File: src/ovm_pkg.sv
// ----------------------------------------------------------------------------
// Obstacle velocity modulation package
// Shared constants, operation codes and arithmetic helpers.
// ----------------------------------------------------------------------------
package ovm_pkg;

  localparam logic [1:0] OpBegin = 2'd0;
  localparam logic [1:0] OpObstacle = 2'd1;
  localparam logic [1:0] OpPose = 2'd2;

  localparam logic [1:0] CfgGoalX = 2'd0;
  localparam logic [1:0] CfgGoalY = 2'd1;
  localparam logic [1:0] CfgSafeRange = 2'd2;

  localparam int DivSteps = 31;

  localparam logic signed [31:0] OneQ30 = 32'sd1073741824;
  localparam logic signed [23:0] ThrustLim = 24'sd327680;
  localparam logic signed [25:0] FinLim = 26'sd411566;

  localparam logic signed [31:0] GoalXReset = 32'sd2621440;
  localparam logic signed [31:0] GoalYReset = 32'sd0;
  localparam logic [30:0] SafeRangeReset = 31'd983040;

  function automatic logic [3:0] idx3(input logic [1:0] row, input logic [1:0] col);
    idx3 = 4'(row) * 4'd3 + 4'(col);
  endfunction

  function automatic logic signed [31:0] sat32(input logic signed [39:0] x);
    if (x > 40'sd2147483647) begin
      sat32 = 32'sh7fffffff;
    end else if (x < -40'sd2147483648) begin
      sat32 = 32'sh80000000;
    end else begin
      sat32 = x[31:0];
    end
  endfunction

endpackage

File: src/ovm_div.sv
// ----------------------------------------------------------------------------
// Fractional divider
// Restoring divider giving floor(num * 2^30 / den) for num <= den, one
// quotient bit per cycle.
// ----------------------------------------------------------------------------
module ovm_div
  import ovm_pkg::*;
(
  input  logic        clk,
  input  logic        rst,
  input  logic        start,
  input  logic [30:0] num,
  input  logic [30:0] den,
  output logic        done,
  output logic [30:0] quo
);

  logic [30:0] rem;
  logic [30:0] den_r;
  logic [4:0] cnt;
  logic busy;
  logic [31:0] t;
  logic ge;

  always_comb begin
    t = (cnt == 5'd0) ? {1'b0, rem} : {rem, 1'b0};
    ge = t >= {1'b0, den_r};
  end

  always_ff @(posedge clk) begin
    if (rst) begin
      busy <= 1'b0;
      done <= 1'b0;
    end else begin
      done <= 1'b0;
      if (start) begin
        rem <= num;
        den_r <= den;
        cnt <= 5'd0;
        quo <= '0;
        busy <= 1'b1;
      end else if (busy) begin
        rem <= ge ? 31'(t - {1'b0, den_r}) : t[30:0];
        quo <= {quo[29:0], ge};
        cnt <= cnt + 5'd1;
        if (cnt == 5'(DivSteps - 1)) begin
          busy <= 1'b0;
          done <= 1'b1;
        end
      end
    end
  end

endmodule

File: config.mk
export PLATFORM = sky130hd
export DESIGN_NAME = ovm_div
export DESIGN_NICKNAME = d
export VERILOG_FILES = /design/src/ovm_pkg.sv /design/src/ovm_div.sv
export SDC_FILE = /design/constraint.sdc
export NUM_CORES = 1
export LEC_CHECK = 0
export BUFFER_PORTS_ARGS = -buffer_cell sky130_fd_sc_hd__buf_4
export CORE_ASPECT_RATIO = 0.7
export CORE_UTILIZATION = 45
export DETAILED_ROUTE_END_ITERATION = 12
export GPL_ROUTABILITY_DRIVEN = 0
export PLACE_DENSITY = 0.66
export SYNTH_ARGS = -nofsm -noshare
export SYNTH_HDL_FRONTEND = slang
export SYNTH_SLANG_ARGS = --single-unit
File: constraint.sdc
create_clock -name clk -period 14.2 [get_ports clk]
set_input_delay 2.84 -clock clk [delete_from_list [all_inputs] [get_ports clk]]
set_output_delay 2.84 -clock clk [all_outputs]
set_load 0.05 [all_outputs]
# After elaboration in Yosys (flattened, before gate mapping)

Cells that the tools add are included.

Register bits after elaboration: 100
Bits of input ports: 65
Output and inout port bits: 32
Logic and storage cells: 27

Add/sub/neg operators: 2
Order comparisons: 1
Equality and inequality tests: 1
Muxes and demuxes: 10
Bitwise operators: 2
Reduce and logical (&&, ||, !) cells: 5

Operators by type and width:

| operator            | count |
|---|---|
| $mux 31             | 4 |
| $ge 32x31->1        | 1 |
| $mux 32             | 1 |
| $sub 31x31->31      | 1 |
| $add 5x1->5 const B | 1 |
| $eq 5x5->1 const B  | 1 |
| $logic_not 5->1     | 1 |
| $mux 5              | 1 |
| $mux 1              | 4 |
| $reduce_and 2->1    | 2 |
| $reduce_or 3->1     | 1 |
| $not 1->1           | 2 |
| $reduce_bool 2->1   | 1 |

# Depth between registers and ports, before layout

Word-level depth: 6
Mapped depth: 17
Mapped depth without buffers: 15

# Worst setup path after synthesis

OpenSTA, ideal clock, no wires.

Path kind: input to register
Start: input start
End: register cnt[0] (enable)
Library setup time: 0.494 ns
Data arrival time: 6.232 ns
Required time: 13.706 ns
Path slack: 7.475 ns
Stages: 4
Path buffers: 2
Cells stage by stage: clkbuf_1 clkbuf_1 nor2_1 nor2_1

Longest elaborated chain between the ends: 2

RTL lines:

| item                        | RTL line      | source |
|---|---|---|
| start: declaration          | ovm_div.sv:11 | `input logic start,` |
| $reduce_bool 2->1 (no line) | --            |  |
| $reduce_and 2->1 (no line)  | --            |  |
| end signal: assignment      | ovm_div.sv:45 | `cnt <= cnt + 5'd1;` |
| end: declaration            | ovm_div.sv:20 | `logic [4:0] cnt;` |

Every way passes these cells.
A chain may end at the register's enable or synchronous reset.

# Worst setup path in the final report

Start: input start
End: register den_r[30] (enable)

Longest elaborated chain between the ends: 1

RTL lines:

| item                       | RTL line      | source |
|---|---|---|
| $reduce_and 2->1 (no line) | --            |  |
| end signal: assignment     | ovm_div.sv:38 | `den_r <= den;` |
| end: declaration           | ovm_div.sv:19 | `logic [30:0] den_r;` |

Every way passes these cells.

==> results.yml <==
outcome:
  status: "finished, final reports clean"
detailed_routing:
  vias: 4718
  drt-initial-drc-count: 359
  finalWirelength_um: 14100
  viasPerCell: 5.52
  drc: 0
  postRouteAntennaNets: 0
  wire_per_inst_um: 16.5
  drt_first_pass_iters: 5
timing:
  setup_violations: 0
  relSlewSlack_pct: 35.9
  period_share_pct: 38.2
  slew_viol_final: 0
  rsz0062_at_grt: "false"
  hold_viol: 0
  finalSetupTns_ns: 0
  fmaxAchievable_mhz: 184
  tightest_slew_ns: 0.960
  min_period_ns: 5.42
  final.setup_skew_ns: 0.00641
cts:
  cts.path.max_buffers: 2
  post-cts-setup-buffers: 0
  cts_tree: "yes"
  postCtsResizedCells: 0
  cts_sinks: 100
  clock_latency_ns: 0.35
  path_clk_slew_ns: 0.07
  cts_buffers: 9
  ctsHoldBuffers: 0
  root_buffer: "clkbuf_16"
  htree_levels: 3
global_route:
  grt_pass1_wl_um: 23200
  grt_max_degree: 90
  grt-ovfl-total: 0
  antenna_found_initial: 0
  grt_pass1_vias: 4578
  track_usage_pct: 20.9
yosys:
  synth_area_per_cell_sq_um: 10.7
  synth_top_family_by_area: "simple AND/OR/NAND/NOR gates"
  ys_types: 52
  synthArstFlopShare_pct: 0
  synthCells: 582
  yosys_warnings: 0
  yosys.area_share.simple_pct: 14.7
  synth_xor_area_share_pct: 4.07
  synth_mux_area_share_pct: 7.35
  netlist_area_sq_um: 6250
  synth_flop_cell: "edfxtp_1"
  synth-adder-area-share_pct: 7.13
  syn-num-nets: 682
  ys_seq_area_share_pct: 47.8
  synth_compound_area_share_pct: 14.5
  synth-edff-count: 98
  synth-seq-cells: 100
floorplan:
  ioPinCount: 97
  row_count: 35
  initial_core_util_pct: 46.8
  die_height_um: 101
  die_w_um: 143
  die_area_sq_um: 14400
  coreArea_sq_um: 13400
finish:
  nets: 764
  final_common_cell: "buf_4"
  fin_util_pct: 55.6
  antenna_cells: 0
  drive_above_1_share_pct: 23.3
  syn_to_final_growth_pct: 19.0
  fin_cells: 854
  layout_common_cells: "100 x buf_4, 98 x edfxtp_1, 39 x inv_1"
worst_setup_path:
  crit_chain: "buf_4 > inv_1 > nor2_2 > buf_4"
  cp.arrival_ns: 5.45
  worstPathMaxFanout: 89
  cpMostUsedCell: "buf_4"
  timing.rr.start: "cnt[0]$_SDFFCE_PP0P_"
  cp.required_ns: 14.23
  end_kind: "flip-flop"
  critPathMaxStageDelay_ns: 0.87
  r2r_slack_ns: 9.49
  r2r_end: "rem[9]$_DFFE_PP_"
  worstSetupStartpointType: "input port"
  worstRegToRegCells: 15
  critical_path_class: "in2reg"
  slowest_stage: "nor2_2"
power:
  ir_drop_v: 0.0000741
  power_density_nw_per_um2: 124
  p_leak_nw: 2.98
min_path:
  hold-path-endpoint: "done$_SDFF_PP0_"
  hold_class: "reg2reg"
  whs_path_depth: 1
  min-delay-start: "busy$_SDFF_PP0_"
placement:
  hpwl_um: 10000
  portBuffers: 96
  dp_cells: 838
flow_run:
  cap_viol_max_count: 0
## state kept, by name, indices dropped and copies added, names as in the netlist
name   count
den_r     31
rem       31
done       1
quo       31
busy       1
cnt        5
## critical path, delay by kind of cell
kind | cells | cell delay [ns]
buffers and inverters | 3 | 1.71
and+or+nand+nor | 1 | 0.87
## cells in the mapped netlist (2+ instances only)
| library cell | instances | area share (%) |
|---|---|---|
| nor3b_1 | 4 | 0.48 |
| clkbuf_1 | 21 | 1.3 |
| o211ai_1 | 4 | 0.48 |
| nand2b_1 | 3 | 0.30 |
| and3_1 | 2 | 0.20 |
| nor2b_1 | 34 | 3.4 |
| nor4b_1 | 4 | 0.56 |
| mux2i_1 | 11 | 1.8 |
| and2_1 | 22 | 2.2 |
| nor3_1 | 18 | 1.4 |
| o21ai_0 | 28 | 2.2 |
| a21boi_1 | 2 | 0.24 |
| buf_2 | 5 | 0.40 |
| xnor2_1 | 15 | 2.1 |
| inv_1 | 39 | 2.3 |
| a21oi_1 | 29 | 2.3 |
| a311o_1 | 11 | 1.8 |
| nand2_1 | 37 | 2.2 |
| a21boi_0 | 5 | 0.60 |
| buf_4 | 2 | 0.24 |
| o31ai_1 | 4 | 0.48 |
| a21o_1 | 13 | 1.6 |
| edfxtp_1 | 98 | 47 |
| nand4_1 | 6 | 0.60 |
| a31oi_1 | 14 | 1.4 |
| xor2_1 | 14 | 2.0 |
| mux2_2 | 31 | 5.6 |
| nand3_1 | 13 | 1.0 |
| dfxtp_1 | 2 | 0.64 |
| nor2_1 | 26 | 1.6 |
| a211oi_1 | 9 | 1.1 |
| o21a_1 | 3 | 0.36 |
| ha_1 | 34 | 6.8 |
## stage by stage
stage               worst slack (ns)  instance area, sq um  power, mW  hold WS, ns
floorplan                       7.47                  6250      0.589        0.460
global placement                8.47                  7110      0.651        0.487
CTS                             8.73                  7430      0.930        0.499
global route                    8.47                  7430      0.974        0.529
finish                          8.78                  7430      0.925        0.496
detailed placement              8.35                  7110      0.657        0.489
## worst max-delay path by stage
stage	startpoint	to	slack, ns	depth (start not counted)
detailed placement	start	den_r[26]$_DFFE_PP_	8.35	4
floorplan	start	cnt[0]$_SDFFCE_PP0P_	7.47	4
CTS	start	den_r[22]$_DFFE_PP_	8.73	4
global route	start	den_r[22]$_DFFE_PP_	8.47	4
finish	start	den_r[30]$_DFFE_PP_	8.78	4
global placement	start	den_r[27]$_DFFE_PP_	8.47	4
## per-layer routing
layer  track usage (%)  vias up  share of wire (%)
li1                  -     2295                  -
met1              31.1     2248                 49
met2              30.9      165                 44
met3              4.32       10                6.1
met4              5.05        0               0.73
met5                 0        -                  0
## power breakdown
group	total (mW)	internal, mW	leakage, nW	switching (mW)
clock network	0.269	0.156	0.151	0.113
registers	0.368	0.357	0.958	0.0111
logic	0.288	0.120	1.87	0.168
total	0.925	0.632	2.98	0.292
## cells by family (layout without fill, tap and decap cells)
family | Yosys count | count (layout)
XOR/XNOR | 29 | 29
multiplexers | 42 | 42
AND/OR/NAND/NOR | 173 | 173
buffers and inverters | 69 | 156
AO/OA/AOI/OAI | 134 | 134
adder cells (fa/ha/maj) | 35 | 35
flip-flops | 100 | 100
## layout make-up
class / count / area, sq um
Clock inverter: 6 / 95.1
Inverter: 40 / 150
Tap cell: 185 / 231
Clock buffer: 10 / 229
Multi-Input combinational cell: 413 / 2990
Sequential cell: 100 / 2980
Fill cell: 1188 / 5920
Timing Repair Buffer: 100 / 751
Note: power is estimated with default switching activity, not from simulation.
